**src/hw/rtl/lpsc_pkg.sv**
```systemverilog
// ----------------------------------------------------------------------------
// lpsc_pkg: shared types and constants of the length prefix rewriter
// Holds the parse phase encoding, the start code and the burst record that
// the front end hands to the output serializer through the queue.
// ----------------------------------------------------------------------------
`default_nettype none

package lpsc_pkg;

  // width of a unit length prefix in bytes
  localparam int PREFIX_BYTES = 4;

  // start code 00 00 00 01, byte 0 in the lowest lane
  localparam logic [31:0] START_CODE = 32'h0100_0000;

  // byte offset saturates here
  localparam logic [23:0] OFFSET_MAX = 24'hFF_FFFF;

  // parse phase, one-hot
  typedef enum logic [3:0] {
    PH_HEADER  = 4'b0001,
    PH_COLLECT = 4'b0010,
    PH_BODY    = 4'b0100,
    PH_PASS    = 4'b1000
  } phase_t;

  // one to four output bytes caused by a single input byte
  typedef struct packed {
    logic [3:0][7:0] data;        // lane 0 goes out first
    logic [1:0]      cnt_m1;      // number of bytes minus one
    logic            failed;      // conversion failed flag for all bytes
    logic            sample_end;  // last byte of the burst ends the sample
  } burst_t;

endpackage

`default_nettype wire

```
**src/hw/rtl/lpsc_front.sv**
```systemverilog
// ----------------------------------------------------------------------------
// lpsc_front: header parser
// Tracks unit boundaries, holds header bytes and turns each input byte into
// a burst of zero to four output bytes for the queue.
// ----------------------------------------------------------------------------
`default_nettype none

module lpsc_front
  import lpsc_pkg::*;
(
  input  wire logic        clk,
  input  wire logic        rst,
  input  wire logic        accept,
  input  wire logic [7:0]  data_byte,
  input  wire logic [23:0] sample_size,
  input  wire logic        sample_end,
  output logic             push,
  output burst_t           burst
);

  phase_t      phase, phase_next;
  logic [23:0] byte_offset, byte_offset_next;
  logic [1:0]  header_count, header_count_next;
  logic [23:0] body_remaining, body_remaining_next;
  logic        failed_flag, failed_flag_next;
  logic [7:0]  held_header [3];
  logic [7:0]  held_header_next [3];

  logic        emit;
  logic [31:0] unit_len;
  logic [24:0] header_end;
  logic [23:0] body_dec;

  assign unit_len   = {held_header[0], held_header[1], held_header[2], data_byte};
  assign header_end = {1'b0, byte_offset} + 25'(PREFIX_BYTES);
  assign body_dec   = (body_remaining != 24'd0) ? body_remaining - 24'd1 : body_remaining;

  // next state and burst for the current byte
  always_comb begin
    phase_next          = phase;
    header_count_next   = header_count;
    body_remaining_next = body_remaining;
    failed_flag_next    = failed_flag;
    held_header_next    = held_header;
    emit                = 1'b0;
    burst.data          = {4{data_byte}};
    burst.cnt_m1        = 2'd0;
    burst.sample_end    = sample_end;

    case (phase)
      PH_HEADER: begin
        if (header_end < {1'b0, sample_size}) begin
          held_header_next[0] = data_byte;
          header_count_next   = 2'd1;
          phase_next          = PH_COLLECT;
        end else begin
          emit       = 1'b1;
          phase_next = PH_PASS;
        end
      end
      PH_COLLECT: begin
        if (header_count != 2'd3) begin
          held_header_next[header_count] = data_byte;
          header_count_next              = header_count + 2'd1;
        end else begin
          header_count_next = 2'd0;
          emit              = 1'b1;
          burst.cnt_m1      = 2'd3;
          if (unit_len > {8'h00, sample_size}) begin
            // length overruns the sample: release header unchanged
            failed_flag_next = 1'b1;
            burst.data       = {data_byte, held_header[2], held_header[1], held_header[0]};
            phase_next       = PH_PASS;
          end else begin
            burst.data          = START_CODE;
            body_remaining_next = unit_len[23:0];
            phase_next          = (unit_len[23:0] != 24'd0) ? PH_BODY : PH_HEADER;
          end
        end
      end
      PH_BODY: begin
        emit                = 1'b1;
        body_remaining_next = body_dec;
        if (body_dec == 24'd0) begin
          phase_next = PH_HEADER;
        end
      end
      default: begin
        emit = 1'b1;
      end
    endcase

    byte_offset_next = (byte_offset != OFFSET_MAX) ? byte_offset + 24'd1 : byte_offset;
    burst.failed     = failed_flag_next;

    // sample ends inside a header: held bytes, then the current byte
    if (sample_end && !emit) begin
      for (int i = 0; i < 3; i++) begin
        burst.data[i] = (2'(i) < header_count_next) ? held_header_next[i] : data_byte;
      end
      burst.data[3] = data_byte;
      burst.cnt_m1  = header_count_next;
    end

    // end of sample returns everything to the start
    if (sample_end) begin
      phase_next          = PH_HEADER;
      byte_offset_next    = 24'd0;
      header_count_next   = 2'd0;
      body_remaining_next = 24'd0;
      failed_flag_next    = 1'b0;
    end
  end

  assign push = accept && (emit || sample_end);

  // control state
  always_ff @(posedge clk) begin
    if (rst) begin
      phase          <= PH_HEADER;
      byte_offset    <= 24'd0;
      header_count   <= 2'd0;
      body_remaining <= 24'd0;
      failed_flag    <= 1'b0;
    end else if (accept) begin
      phase          <= phase_next;
      byte_offset    <= byte_offset_next;
      header_count   <= header_count_next;
      body_remaining <= body_remaining_next;
      failed_flag    <= failed_flag_next;
    end
  end

  // held header bytes
  always_ff @(posedge clk) begin
    if (accept) begin
      held_header <= held_header_next;
    end
  end

endmodule

`default_nettype wire

```
**src/hw/rtl/lpsc_fifo.sv**
```systemverilog
// ----------------------------------------------------------------------------
// lpsc_fifo: burst queue
// Small register queue between the parser and the serializer so that each
// side stalls on its own.
// ----------------------------------------------------------------------------
`default_nettype none

module lpsc_fifo
  import lpsc_pkg::*;
#(
  parameter int DEPTH = 4
) (
  input  wire logic   clk,
  input  wire logic   rst,
  input  wire logic   push,
  input  wire burst_t push_burst,
  input  wire logic   pop,
  output burst_t      head,
  output logic        empty,
  output logic        full
);

  localparam int AW = $clog2(DEPTH);
  localparam int CW = $clog2(DEPTH + 1);

  burst_t          entries [DEPTH];
  logic [AW-1:0]   wr_ptr, rd_ptr;
  logic [CW-1:0]   count;

  assign empty = (count == CW'(0));
  assign full  = (count == CW'(DEPTH));
  assign head  = entries[rd_ptr];

  // storage
  always_ff @(posedge clk) begin
    if (push) begin
      entries[wr_ptr] <= push_burst;
    end
  end

  // pointers and fill level
  always_ff @(posedge clk) begin
    if (rst) begin
      wr_ptr <= '0;
      rd_ptr <= '0;
      count  <= '0;
    end else begin
      if (push) begin
        wr_ptr <= (wr_ptr == AW'(DEPTH - 1)) ? '0 : wr_ptr + AW'(1);
      end
      if (pop) begin
        rd_ptr <= (rd_ptr == AW'(DEPTH - 1)) ? '0 : rd_ptr + AW'(1);
      end
      if (push && !pop) begin
        count <= count + CW'(1);
      end else if (pop && !push) begin
        count <= count - CW'(1);
      end
    end
  end

endmodule

`default_nettype wire

```
**src/hw/rtl/lpsc_back.sv**
```systemverilog
// ----------------------------------------------------------------------------
// lpsc_back: output serializer
// Sends the bytes of the burst at the head of the queue one per transfer and
// marks the last byte of each burst and of each sample.
// ----------------------------------------------------------------------------
`default_nettype none

module lpsc_back
  import lpsc_pkg::*;
(
  input  wire logic        clk,
  input  wire logic        rst,
  input  wire burst_t      head,
  input  wire logic        empty,
  output logic             pop,
  output logic             m_tvalid,
  input  wire logic        m_tready,
  output logic [7:0]       m_tdata,
  output logic             m_tlast,
  output logic [1:0]       m_tuser
);

  logic [1:0] beat;
  logic       last_beat;

  assign last_beat = (beat == head.cnt_m1);
  assign m_tvalid  = !empty;
  assign m_tdata   = head.data[beat];
  assign m_tlast   = head.sample_end && last_beat;
  assign m_tuser   = {last_beat, head.failed};
  assign pop       = m_tvalid && m_tready && last_beat;

  // byte position inside the current burst
  always_ff @(posedge clk) begin
    if (rst) begin
      beat <= 2'd0;
    end else if (m_tvalid && m_tready) begin
      beat <= last_beat ? 2'd0 : beat + 2'd1;
    end
  end

endmodule

`default_nettype wire

```
**src/hw/rtl/length_prefix_to_start_code_core.sv**
```systemverilog
// ----------------------------------------------------------------------------
// length_prefix_to_start_code_core: length prefix to start code rewriter
// Rewrites each 4-byte big-endian unit length of a video sample as the start
// code 00 00 00 01; overrunning lengths pass through flagged as failed.
//
//   channel  dir  signals                       content
//   s_*      in   tvalid tready tdata tlast     sample bytes in order
//   m_*      out  tvalid tready tdata tlast     rewritten bytes
//                 tuser
//
// One input byte is taken per cycle unless the queue is full, and one output
// byte leaves per cycle while m_tready is high. A header byte is held, the
// fourth releases four bytes; a sample ending inside a header releases up
// to four bytes from one input. The serializer at one byte per cycle sets
// the output rate, and QUEUE_DEPTH bursts absorb header releases. Reset is
// synchronous, no clearing. Input stalls only when the queue is full.
// ----------------------------------------------------------------------------
`default_nettype none

module length_prefix_to_start_code_core
  import lpsc_pkg::*;
#(
  parameter int QUEUE_DEPTH = 4
) (
  input  wire logic        clk,
  input  wire logic        rst,
  input  wire logic        s_tvalid,
  output logic             s_tready,
  input  wire logic [31:0] s_tdata,   // data_byte [7:0], sample_size [31:8]
  input  wire logic        s_tlast,   // sample_end
  output logic             m_tvalid,
  input  wire logic        m_tready,
  output logic [7:0]       m_tdata,   // out_byte [7:0]
  output logic             m_tlast,   // out_sample_end
  output logic [1:0]       m_tuser    // convert_failed [0], run_last [1]
);

  logic   accept;
  logic   push, pop, empty, full;
  burst_t push_burst, head;

  // input transfer
  assign s_tready = !full;
  assign accept   = s_tvalid && s_tready;

  lpsc_front u_front (
    .clk         (clk),
    .rst         (rst),
    .accept      (accept),
    .data_byte   (s_tdata[7:0]),
    .sample_size (s_tdata[31:8]),
    .sample_end  (s_tlast),
    .push        (push),
    .burst       (push_burst)
  );

  lpsc_fifo #(
    .DEPTH (QUEUE_DEPTH)
  ) u_fifo (
    .clk        (clk),
    .rst        (rst),
    .push       (push),
    .push_burst (push_burst),
    .pop        (pop),
    .head       (head),
    .empty      (empty),
    .full       (full)
  );

  lpsc_back u_back (
    .clk      (clk),
    .rst      (rst),
    .head     (head),
    .empty    (empty),
    .pop      (pop),
    .m_tvalid (m_tvalid),
    .m_tready (m_tready),
    .m_tdata  (m_tdata),
    .m_tlast  (m_tlast),
    .m_tuser  (m_tuser)
  );

endmodule

`default_nettype wire

```
**config.mk**
```make
export PLATFORM = sky130hd
export DESIGN_NAME = length_prefix_to_start_code_core
export DESIGN_NICKNAME = d
export VERILOG_FILES = /design/src/hw/rtl/lpsc_pkg.sv /design/src/hw/rtl/lpsc_front.sv /design/src/hw/rtl/lpsc_fifo.sv /design/src/hw/rtl/lpsc_back.sv /design/src/hw/rtl/length_prefix_to_start_code_core.sv
export SDC_FILE = /design/constraint.sdc
export NUM_CORES = 1
export LEC_CHECK = 0
export BUFFER_PORTS_ARGS = -buffer_cell sky130_fd_sc_hd__buf_4
export CAP_MARGIN = 30
export CORE_AREA = 2 2 146 148
export DETAILED_ROUTE_END_ITERATION = 16
export DIE_AREA = 0 0 148 150
export GPL_ROUTABILITY_DRIVEN = 0
export GPL_TIMING_DRIVEN = 0
export PLACE_DENSITY_LB_ADDON = 0.25
export RECOVER_POWER = 50
export SLEW_MARGIN = 20
export SYNTH_ARGS = -nofsm -noshare
export SYNTH_HDL_FRONTEND = slang
export SYNTH_SLANG_ARGS = --single-unit
```
**constraint.sdc**
```tcl
create_clock -name clk -period 5.04 [get_ports clk]
set_input_delay 0.504 -clock clk [delete_from_list [all_inputs] [get_ports clk]]
set_output_delay 0.504 -clock clk [all_outputs]
set_load 0.03 [all_outputs]
```
### Word level (Yosys, flattened, before mapping)

Memories as Yosys holds them, arrays and structs flattened. A register that Yosys moved wholly into a read port is not among the register bits.
Cells that the tools add are included.

* register bits: 88
* memory bits (writable): 144
* input port bits: 37
* output and inout port bits: 13
* logic and storage cells: 119
* memories kept: 1

* add/sub/neg operators: 9
* order comparisons: 8
* equal/unequal tests: 12
* multiplexer cells: 50
* bitwise logic cells: 1
* reductions and logical operators: 26

Memory list
* u_fifo.entries: depth 4, width 36, rd ports 1, clocked after Yosys merged registers in 1, wr ports 1, RTL line lpsc_fifo.sv:26 `burst_t entries [DEPTH];`

Operator list (number)
* two-way mux 24 bit: 7
* two-way mux 34 bit: 3
* two-way mux 8 bit: 6
* one-hot mux 24 bit (2 select lines): 1
* nonzero test 24 bit: 2
* > comparator 32 x 24 -> 1 bit: 1
* two-way mux 32 bit: 1
* adder 24 x 3 -> 25 bit (second input constant): 1
* < comparator 25 x 24 -> 1 bit: 1
* adder 24 x 1 -> 24 bit (second input constant): 1
* bitwise mux 24 bit: 1
* zero test 24 bit: 1
* != test 24 bit (second input constant): 1
* subtractor 24 x 1 -> 24 bit (second input constant): 1
* two-way mux 4 bit: 5
* binary-select mux 8 bit (select 2 bit): 1
* demux 8 bit (select 2 bit): 1
* two-way mux 16 bit: 1
* two-way mux 2 bit: 8
* one-hot mux 8 bit (2 select lines): 1
* one-hot mux 4 bit (3 select lines): 1
* logical AND 1 bit: 9
* two-way mux 3 bit: 3
* adder 2 x 1 -> 2 bit (second input constant): 4
* 28 further kinds: 44

### Longest topological paths before layout

Gate-level depths: netlist (run 1).

* word-level depth: 10
* depth in mapped cells: 21
* mapped depth without buffers: 21

### Modules after synthesis

A second synthesis (run 1) with hierarchy kept.

* cells, all modules: 1024
* area, all modules: 12637.1 um^2

By module, submodules not included
* lpsc_front: times used 1, cells an instance 761, area each 6587.6 um^2, seq. area each 1821.7 um^2
* lpsc_fifo: times used 1, cells an instance 232, area each 5689.2 um^2, seq. area each 4504.3 um^2
* lpsc_back: times used 1, cells an instance 29, area each 350.3 um^2, seq. area each 40.0 um^2
* length_prefix_to_start_code_core: times used 1, cells an instance 2, area each 10.0 um^2, seq. area each 0.0 um^2

### Worst setup path after synthesis (run 1)

No wires, ideal clock.

* path type: reg-to-reg
* start: reg u_front.byte_offset[4]
* end: mem u_fifo.entries[3][0] (netlist name) (enable)
* library setup time: 397 ps
* arrival time: 4221 ps
* data required time: 4643 ps
* slack: 423 ps
* stages on the path, launching flop included: 15
* buffers on the path: 1
* period minus slack after synthesis: 4617 ps
* cells stage by stage: dfxtp_1 nand3_2 nor4_2 nand3_2 or2_1 buf_2 nor3_4 nand4_1 xnor2_1 ha_1 nand3_1 nor4_1 a311oi_2 o31ai_4 and2_1

* cells in the longest elaborated chain, start to end: 8

RTL lines
* start: declaration: RTL line lpsc_front.sv:22 `logic [23:0] byte_offset, byte_offset_next;`
* start signal: assignment: RTL line lpsc_front.sv:127 `byte_offset <= byte_offset_next;`
* adder 24 x 3 -> 25 bit: RTL line lpsc_front.sv:35 `assign header_end = {1'b0, byte_offset} + 25'(PREFIX_BYTES);`
* < comparator 25 x 24 -> 1 bit: RTL line lpsc_front.sv:52 `if (header_end < {1'b0, sample_size}) begin`
* two-way mux 1 bit: RTL line lpsc_front.sv:52
* one-hot mux 1 bit (2 select lines): RTL line lpsc_front.sv:50 `case (phase)`
* logical OR 1 bit: RTL line lpsc_front.sv:115 `assign push = accept && (emit || sample_end);`
* logical AND 1 bit: RTL line lpsc_front.sv:115
* net push: RTL line length_prefix_to_start_code_core.sv:39 `logic push, pop, empty, full;`
* two-way mux 1 bit: RTL line lpsc_fifo.sv:36 `if (push) begin`
* two-way mux 1 bit (not written as such): RTL line lpsc_fifo.sv:37 `entries[wr_ptr] <= push_burst;`
* end: declaration: RTL line lpsc_fifo.sv:26

The timed path passes the listed nets, and every way through them passes these cells.

### Final worst setup path (run 1)

* start: reg u_front.byte_offset[4]
* end: reg u_fifo.count[2]

* cells in the longest elaborated chain, start to end: 9
* elaborated cells on any way between the ends: 11
* those cells by class: add/sub: 1; order compare: 1; mux: 3; reduce/logical: 6

RTL lines
* adder 24 x 3 -> 25 bit *: RTL line lpsc_front.sv:35
* < comparator 25 x 24 -> 1 bit *: RTL line lpsc_front.sv:52
* two-way mux 1 bit *: RTL line lpsc_front.sv:52
* one-hot mux 1 bit (2 select lines) *: RTL line lpsc_front.sv:50
* logical OR 1 bit *: RTL line lpsc_front.sv:115
* logical AND 1 bit *: RTL line lpsc_front.sv:115
* net push: RTL line length_prefix_to_start_code_core.sv:39
* zero test 1 bit: RTL line lpsc_fifo.sv:56 `end else if (pop && !push) begin`
* logical AND 1 bit: RTL line lpsc_fifo.sv:56
* nonzero test 2 bit (no line)
* end signal: assignment: RTL line lpsc_fifo.sv:55 `count <= count + CW'(1);`
* end signal: assignment: RTL line lpsc_fifo.sv:57 `count <= count - CW'(1);`
* end: declaration: RTL line lpsc_fifo.sv:28 `logic [CW-1:0] count;`

Mark *: on every way through the listed nets, which the timed path passes. The rest lies on a longest branch.
A chain may end at the register's enable or synchronous reset.

==> flow_summary.ini, run 1 <==
[final_layout]
drive_gt1_frac = 0.167
insertedDiodeCount = 0
area_delta_synth_final_pct = 12.9
nets = 1192
stdcell_count = 1384

[worst_hold_path]
hp-class = input port to register
hold_start = m_tready
min_path_cells = 4
min_to = u_back.beat[0]$_SDFFE_PP0P_

[timing]
drv_slew = 0
skew_ns = 0.0240
setup_tns_ns = 0
slew_headroom = 0.356
timing.final.ws_setup_ns = 0.271
hold_viol_final = 0
fin_crit_ns = 4.77
max_freq_mhz = 210
finalCritPeriodShare = 0.946
setup_violations = 0
tightest_slew_ns = 0.955
rsz0062_at_grt = no

[status]
status = complete, no violations

[power_and_ir_drop]
p_leak_uw = 0.00505
ir_drop_uv = 264
power_density_nw_per_um2 = 401
p_total_uw = 5530

[detailed_routing]
dr_wl_met2_microns = 15400
ant_nets = 0
met3_length_microns = 1780
top_layer_used = met4
routedWlPerCell_microns = 22.2
vias = 8512
drt_pass1_iterations = 5
drc = 0
vias_per_cell = 6.15
m1WireLength_microns = 12600
routed_wl_microns = 30700
drt_iter0_markers = 707

[worst_setup_path]
r2r_start = u_front.byte_offset[4]$_SDFFE_PP0P_
max_stage_delay_ns = 0.46
r2r_cells = 19
path_cells = nand3_2 > nor4_4 > nand3_2 > or2_1 > buf_2 > nor3_4 > nand2_1 > xnor2_1 > ha_1 > nand4_1 > nor4_4 > a311oi_4 > o31ai_4 > ha_1 > inv_1 > fa_1 > xor2_1 > or3_1 > a21oi_1
path_buf_inv = 2
critical_path.top_delay_family = simple AND/OR/NAND/NOR gates
cp-start-kind = register
critPathArrivalTime_ns = 5.22
crit_slowest_cell = dfxtp_1
crit_path_end_kind = register
crit_required_ns = 5.49
critPathKind = register to register
r2r-end = u_fifo.count[2]$_SDFFE_PP0P_
crit_fanout = 6
r2r_slack_ns = 0.27

[floorplanning]
core-area_sq_um = 20700
die-area_sq_um = 22200
row_count = 53
dieWidth_microns = 148
initial_core_util = 0.590
die_h_microns = 150
io_pins = 50

[synth]
netlist_area_sq_um = 12200
ys_seq_area_frac = 0.521
ys_seq_elements = 234
synth_ff_type = edfxtp_1
ys_warn_count = 0
syn_inst = 1009
async_flop_share = 0
yosysUniqueCellTypes = 70
synth-edff-count = 168
post_synth.cell_area_avg_sq_um = 12.1
syn-num-nets = 1108

[clock_network]
cts_buffer_depth = 3
cts_num_sinks = 234
cts_buffers = 24
clock-root-buffer = clkbuf_16
cts_tree = yes
h-tree-depth = 1
clock_latency_ns = 0.52
clk_pin_slew_ns = 0.06
cts-hold-fix-buffers = 0

[global_routing]
grt_pass1_vias = 8510
grt_max_degree = 28
grt_overflow_total = 0
grt_usage = 0.277
antenna_found_initial = 0
grt_pass1_wl_microns = 47200

[place]
io_buffers = 48
post-place-ws_ns = -0.352
post-dp-hpwl_microns = 21900
dpl.cell_count = 1337

[job]
drv_cap = 0
## worst max path at each step
stage / start / to / slack (ns) / cells past startpoint
finish: u_front.byte_offset[4]$_SDFFE_PP0P_ / u_fifo.count[2]$_SDFFE_PP0P_ / 0.27 / 19
CTS: u_front.byte_offset[2]$_SDFFE_PP0P_ / u_fifo.count[2]$_SDFFE_PP0P_ / 0.02 / 19
detailed placement: u_front.byte_offset[2]$_SDFFE_PP0P_ / u_fifo.count[2]$_SDFFE_PP0P_ / -0.35 / 19
global placement: u_front.byte_offset[2]$_SDFFE_PP0P_ / u_fifo.entries[0][24]$_DFFE_PP_ / -0.91 / 14
floorplan: u_front.byte_offset[4]$_SDFFE_PP0P_ / u_fifo.entries[3][0]$_DFFE_PP_ / 0.42 / 14
global route: u_front.byte_offset[4]$_SDFFE_PP0P_ / u_fifo.count[2]$_SDFFE_PP0P_ / 0.007 / 19
## power breakdown
part           total (uW)  switching [uW]  internal (uW)
combinational        1360             774            583
sequential           2450             152           2300
clock                1730             727            999
total                5530            1650           3880
## area by class of cell
| class | instances | area, sq um |
|---|---|---|
| Buffer | 49 | 195 |
| Clock inverter | 13 | 108 |
| Clock buffer | 29 | 641 |
| Tap cell | 275 | 344 |
| Timing Repair Buffer | 58 | 455 |
| Multi-Input combinational cell | 687 | 5530 |
| Inverter | 39 | 146 |
| Fill cell | 1563 | 6900 |
| Sequential cell | 234 | 6370 |
## registers in the layout, summed over array words and instances, names as in the netlist, named ones only
| signal | cells |
|---|---|
| u_front.phase | 4 |
| u_fifo.wr_ptr | 2 |
| u_front.held_header | 24 |
| u_front.failed_flag | 1 |
| u_front.header_count | 2 |
| u_fifo.rd_ptr | 2 |
| u_front.byte_offset | 24 |
| u_back.beat | 2 |
| u_fifo.count | 3 |
| u_front.body_remaining | 24 |
| u_fifo.entries | 144 |
## cell usage after synthesis (14+ instances only)
master / count / area (sq um)
o21ai_0: 31 / 155
nor2_1: 93 / 349
dfxtp_1: 66 / 1320
ha_1: 61 / 763
nand4_1: 17 / 106
nor3_1: 22 / 110
nand3_1: 18 / 90.1
mux4_2: 44 / 991
or3_1: 15 / 93.8
inv_1: 39 / 146
nor4_1: 15 / 93.8
xnor2_1: 27 / 236
edfxtp_1: 168 / 5040
mux2i_1: 14 / 140
a21oi_1: 45 / 225
mux2_2: 24 / 270
a22o_1: 22 / 193
and2_1: 15 / 93.8
xor2_1: 32 / 280
clkbuf_1: 31 / 116
nand2_1: 76 / 285
## layer usage
metal	vias up	track usage
met5	-	0
met4	0	0.0833
met3	71	0.0396
met2	290	0.487
met1	4168	0.360
li1	3983	-
## cells in the final DEF (no fill, tap or decap), types with 22 or more instances in the layout
cell         n
nand2_1     77
nor2_1      91
mux2_2      24
ha_1        61
inv_1       39
edfxtp_1   168
dfxtp_1     65
a21oi_1     45
xor2_1      32
buf_4       39
a22o_1      22
mux4_2      44
o21ai_0     32
xnor2_1     27
clkbuf_16   25
nor3_1      22
clkbuf_1    53
## metrics by stage
stage,hold WS (ns),cell area [sq um],utilization
global placement,0.448,12900,0.624
finish,0.400,13800,0.666
CTS,0.245,13800,0.666
global route,0.408,13800,0.666
floorplan,0.429,12200,-
detailed placement,0.458,13000,0.629
## worst min-delay path, cell delays in order
cell,delay (ns)
buf_4,0.12
nand2_1,0.09
a21oi_1,0.09
nor2_1,0.08
## cell families (layout without fill, tap and decap cells)
| group | count (synthesis) | count (layout) | share of synthesized area |
|---|---|---|---|
| mux | 83 | 83 | 0.116 |
| simple gates | 329 | 329 | 0.140 |
| buf+inv | 88 | 188 | 0.0289 |
| fa+ha+maj | 62 | 62 | 0.0641 |
| xor+xnor | 59 | 59 | 0.0423 |
| compound gates | 154 | 154 | 0.0883 |
| flops | 234 | 234 | 0.521 |
## repair_timing
item / in CTS / in global routing
buffers inserted: 1 / 0
setup endpoints to repair: 107 / 140
gates resized for setup: 2 / 8
pin swaps: 1 / 1
hold endpoints to repair: 0 / 0
(Power assumes the default switching activity.)
==> inputs of run 2 (changes only) <==
CELL_PAD_IN_SITES_DETAIL_PLACEMENT = 2   (was unset)
CELL_PAD_IN_SITES_GLOBAL_PLACEMENT = 2   (was unset)
CORE_AREA = 2 2 225 227   (was 2 2 146 148)
DIE_AREA = 0 0 227 229   (was 0 0 148 150)
clock period = 4.1 ns   (was 5.04 ns; I/O delays follow)
==> run 2 against run 1 <==
  * The flow now finishes with violations (setup timing)
  * Via count rose by 1.9%
  * Final cell count up 32%
  * Global-route usage decreased by 12 points
  * Maximum frequency grew 12%
  * Power rose by 32%
  * Critical endpoint is now u_fifo.entries[1][10]$_DFFE_PP_
  * Largest cell class unchanged
  * Largest power group unchanged
==> flow_summary.ini, run 2 (same netlist as run 1, synthesis figures left out) <==
[status]
status = finished, violations left
violations = setup timing

[final_layout]
final_common_cell = edfxtp_1
insertedDiodeCount = 0
drive_gt1_frac = 0.233
utilization = 0.303
area_delta_synth_final_pct = 23.0
max_flop_register = u_fifo.entries
final_cell_mix = edfxtp_1, nor2_1, nand2_1, buf_4, ha_1
stdcell_count = 1825
nets = 1231
largest_reg_flops = 144

[timing]
drv_slew = 0
max_freq_mhz = 234
slew_headroom = 0.352
setup_violations = 42
skew_ns = 0.0244
setup_tns_ns = -3.44
hold_ws_ns = 0.270
tightest_slew_ns = 0.961
fin_crit_ns = 4.27
finalCritPeriodShare = 1.04
hold_viol_final = 0
timing.final.ws_setup_ns = -0.170
rsz0062_at_grt = yes

[worst_setup_path]
cp-start-kind = register
crit_required_ns = 4.41
crit_path_end_kind = register
r2r_start = u_front.byte_offset[3]$_SDFFE_PP0P_
worstSetupStartpoint = u_front.byte_offset[3]$_SDFFE_PP0P_
crit_fanout = 7
critPathArrivalTime_ns = 4.58
r2r_cells = 19
critPathKind = register to register

[floorplanning]
die_h_microns = 229
initial_core_util = 0.246
die-area_sq_um = 52000
dieWidth_microns = 227
io_pins = 50
row_count = 82
core-area_sq_um = 49700

[global_routing]
grt_pass1_wl_microns = 60100
grt_pass1_vias = 9460
grt_usage = 0.153
grt_max_degree = 25
grt_overflow_total = 0
antenna_found_initial = 0

[detailed_routing]
routed_wl_microns = 39300
drt_iter0_markers = 399
drc = 0
drt_pass1_iterations = 4
vias = 8677
routedWlPerCell_microns = 21.5
vias_per_cell = 4.75
ant_nets = 0

[worst_hold_path]
min_path_cells = 2
hp-class = input port to register
hold_start = s_tdata[0]

[clock_network]
clock_latency_ns = 0.58
clock-root-buffer = clkbuf_16
cts_buffer_depth = 3
cts_num_sinks = 234
clk_pin_slew_ns = 0.06
cts_tree = yes
h-tree-depth = 1
cts_buffers = 28

[job]
drv_cap = 0

[place]
post-dp-hpwl_microns = 28700
io_buffers = 48
dpl.cell_count = 1738

[power_and_ir_drop]
p_leak_uw = 0.00541
p_total_uw = 7280
ir_drop_uv = 230
power_density_nw_per_um2 = 485
run 2: cell count changes in the layout (fill, tap and decap cells not counted), sizes merged:
cell / change
buf: +40
bufinv: -1
clkinv: +1
clkbuf: +4
run 2: worst paths after layout:
kind	endpoint	slack, ns
min reg2reg	u_front.failed_flag$_SDFFE_PP0P_	0.46
max reg2reg	u_fifo.entries[1][10]$_DFFE_PP_	-0.17
min	u_front.held_header[16]$_DFFE_PP_	0.27
max	u_fifo.entries[1][10]$_DFFE_PP_	-0.17
run 2: worst max-delay path: stages, from the launching register on:
cell	delay (ns)
dfxtp_4	0.37
buf_4	0.12
ha_4	0.14
nand3_4	0.11
nor2_4	0.17
buf_6	0.11
and3_4	0.18
and3_4	0.22
xor2_4	0.21
ha_4	0.24
and2_4	0.15
a221oi_4	0.23
o211ai_1	0.24
a311oi_4	0.45
buf_4	0.19
buf_6	0.10
o211a_4	0.18
o21ai_4	0.12
buf_6	0.19
a22o_4	0.26
run 2: per-stage QoR:
step / setup slack [ns] / instance area (sq um)
3_5_place_dp: -0.949 / 13600
3_3_place_gp: -0.988 / 13500
6_report: -0.170 / 15000
2_1_floorplan: 0.00181 / 12300
4_1_cts: -0.328 / 14800
5_1_grt: -0.365 / 15000
run 2: power by group:
group,switching (uW),internal [uW]
combinational,1050,821
sequential,203,2820
clock,1030,1360
total,2280,5000
run 2: cell type report:
cell class | instances | area (sq um)
Sequential cell | 234 | 6400
Timing Repair Buffer | 94 | 790
Tap cell | 672 | 841
Clock buffer | 38 | 758
Clock inverter | 13 | 114
Buffer | 48 | 198
Fill cell | 5400 | 34600
Multi-Input combinational cell | 687 | 5780
Inverter | 39 | 146
run 2: routing by layer:
metal / track usage / vias to the layer above / part of all wire
li1: - / 4070 / -
met5: 0 / - / 0
met4: 0.0304 / 0 / 0.018
met1: 0.205 / 4456 / 0.47
met2: 0.263 / 110 / 0.49
met3: 0.0207 / 41 / 0.025
run 2: repair_timing:
action / 4_1_cts / 5_1_grt
setup buffers: 19 / 17
gates resized for setup: 39 / 26
setup endpoints to repair: 195 / 184
pin swaps: 24 / 17
hold buffers: 0 / 0
==> inputs of run 3 (changes only) <==
clock period = 3.56 ns   (was 4.1 ns; I/O delays follow)
==> run 3 against run 2 <==
  * The flow still finishes with violations (setup timing)
  * Hold slack got worse by 0.063 ns
  * Sequential cell count unchanged
  * Count of clock-buffer cells in the layout decreased by 6
  * Sequential power increased by 15%
  * Final area increased by 5.1%
  * Clock skew decreased by 0.0017 ns
  * Critical path depth increased by 2
  * Non-clock buffer count increased by 32
  * Utilization increased by 1.5 points
  * First-iteration DRC count decreased by 5.3%
  * Critical path type unchanged
  * Largest power group unchanged
==> flow_summary.ini, run 3 (same netlist as run 1, synthesis figures left out) <==
[detailed_routing]
ant_nets = 0
drc = 0
vias_per_cell = 4.82
routed_wl_microns = 42700
drt_pass1_iterations = 4
vias = 8956
routedWlPerCell_microns = 23.0
drt_iter0_markers = 378

[worst_setup_path]
critPathKind = register to register
cp-endpoint = u_fifo.entries[2][10]$_DFFE_PP_
critical_path.top_delay_family = simple AND/OR/NAND/NOR gates
r2r_start = u_front.byte_offset[9]$_SDFFE_PP0P_
worstSetupStartpoint = u_front.byte_offset[9]$_SDFFE_PP0P_
cp_num_cells = 21
crit_path_end_kind = register
crit_fanout = 6
r2r_cells = 21
path_cells = nand2_4 > nor4_4 > nand3_2 > or2_4 > nor3_4 > nand4_1 > xnor2_2 > ha_1 > buf_6 > a21oi_2 > nand4_1 > a311oi_4 > o31ai_4 > buf_6 > buf_4 > buf_6 > buf_6 > and2_4 > buf_12 > buf_12 > buf_12
path_buf_inv = 8
r2r_slack_ns = -0.80
crit_slowest_cell = a311oi_4
crit_required_ns = 3.90
cp-start-kind = register
r2r-end = u_fifo.entries[2][10]$_DFFE_PP_
max_stage_delay_ns = 0.38
critPathArrivalTime_ns = 4.70
cp_common_cell = buf_6

[final_layout]
multi_input_area_sq_um = 5810
n_fill_cell = 5334
insertedDiodeCount = 0
final_common_cell = edfxtp_1
final_cell_mix = edfxtp_1, nor2_1, buf_4
nets = 1264
max_flop_register = u_fifo.entries
area_delta_synth_final_pct = 29.3
seq_area_sq_um = 6400
largest_reg_flops = 144
drive_gt1_frac = 0.271

[place]
io_buffers = 48
post-place-ws_ns = -1.55
post-dp-hpwl_microns = 28800

[clock_network]
cts_tree = yes
cts_buffer_depth = 3
clock-root-buffer = clkbuf_16
clock_latency_ns = 0.59
h-tree-depth = 1
clk_pin_slew_ns = 0.07
cts_num_sinks = 234
cts-hold-fix-buffers = 0
cts_buffers = 28

[timing]
rsz0062_at_grt = yes
fin_crit_ns = 4.36
slew_headroom = 0.371
drv_slew = 0
hold_viol_final = 0
skew_ns = 0.0227
timing.final.ws_setup_ns = -0.803
finalCritPeriodShare = 1.23
tightest_slew_ns = 0.944
max_freq_mhz = 229
setup_violations = 317

[job]
drv_cap = 0

[floorplanning]
die_h_microns = 229
initial_core_util = 0.246
row_count = 82
core-area_sq_um = 49700
die-area_sq_um = 52000
io_pins = 50
dieWidth_microns = 227

[global_routing]
grt_pass1_wl_microns = 64600
grt_usage = 0.166
grt_max_degree = 19
antenna_found_initial = 0
grt_overflow_total = 0
grt_pass1_vias = 9891

[power_and_ir_drop]
p_total_uw = 9130
p_leak_uw = 0.00582
ir_drop_uv = 339
power_density_nw_per_um2 = 579

[worst_hold_path]
hp-class = input port to register

[status]
violations = setup timing
status = finished, violations left
run 3: worst reg2reg max path, stage by stage (launching register included):
cell and delay (ns):
dfxtp_4 0.37, nand2_4 0.06, nor4_4 0.34, nand3_2 0.13, or2_4 0.29, nor3_4 0.17
nand4_1 0.20, xnor2_2 0.20, ha_1 0.34, buf_6 0.13, a21oi_2 0.12, nand4_1 0.24
a311oi_4 0.38, o31ai_4 0.08, buf_6 0.15, buf_4 0.13, buf_6 0.12, buf_6 0.11
and2_4 0.15, buf_12 0.14, buf_12 0.14, buf_12 0.14
run 3: routing by layer:
| layer | wire length (microns) | GRT usage |
|---|---|---|
| met1 | 19300 | 0.216 |
| met2 | 21800 | 0.297 |
| met3 | 815 | 0.0181 |
| met4 | 840 | 0.0321 |
| met5 | 0 | 0 |
run 3: worst min-delay path by stage:
stage	start	to	slack [ns]	depth (start not counted)
finish	m_tready	u_back.beat[0]$_SDFFE_PP0P_	0.21	4
floorplan	u_front.failed_flag$_SDFFE_PP0P_	u_front.failed_flag$_SDFFE_PP0P_	0.43	2
CTS	s_tlast	u_fifo.entries[0][0]$_DFFE_PP_	0.05	1
global route	s_tdata[0]	u_front.held_header[16]$_DFFE_PP_	0.22	2
global placement	u_front.failed_flag$_SDFFE_PP0P_	u_front.failed_flag$_SDFFE_PP0P_	0.45	2
detailed placement	u_front.failed_flag$_SDFFE_PP0P_	u_front.failed_flag$_SDFFE_PP0P_	0.45	2
run 3: what timing repair did:
item / in CTS / in global routing
setup endpoints to repair: 301 / 263
setup buffers: 52 / 14
pin swaps: 25 / 20
cloned: 10 / 2
gates resized for setup: 77 / 25
run 3: layout make-up:
class | count | area share
Buffer | 48 | 0.0132
Clock buffer | 32 | 0.0460
Clock inverter | 20 | 0.0192
Inverter | 39 | 0.00927
Multi-Input combinational cell | 688 | 0.368
Sequential cell | 234 | 0.405
Tap cell | 672 | 0.0533
Timing Repair Buffer | 126 | 0.0859
run 3: metrics by stage:
| step | std cells | setup TNS [ns] | instance area, sq um | hold slack, ns | util |
|---|---|---|---|---|---|
| 5_1_grt | 1859 | -204.29 | 15800 | 0.221 | 0.318 |
| 6_report | 1859 | -140.19 | 15800 | 0.206 | 0.318 |
| 4_1_cts | 1850 | -113.00 | 15700 | 0.0522 | 0.316 |
| 2_1_floorplan | 1009 | -44.02 | 12300 | 0.429 | - |
| 3_3_place_gp | 1729 | -285.23 | 13500 | 0.446 | 0.271 |
| 3_5_place_dp | 1738 | -245.33 | 13600 | 0.451 | 0.274 |
run 3: report_power, final:
part / switching [uW] / leakage (uW) / internal (uW)
Combinational: 1310 / 0.00323 / 1130
Clock: 1240 / 0.000501 / 1980
Sequential: 236 / 0.00209 / 3240
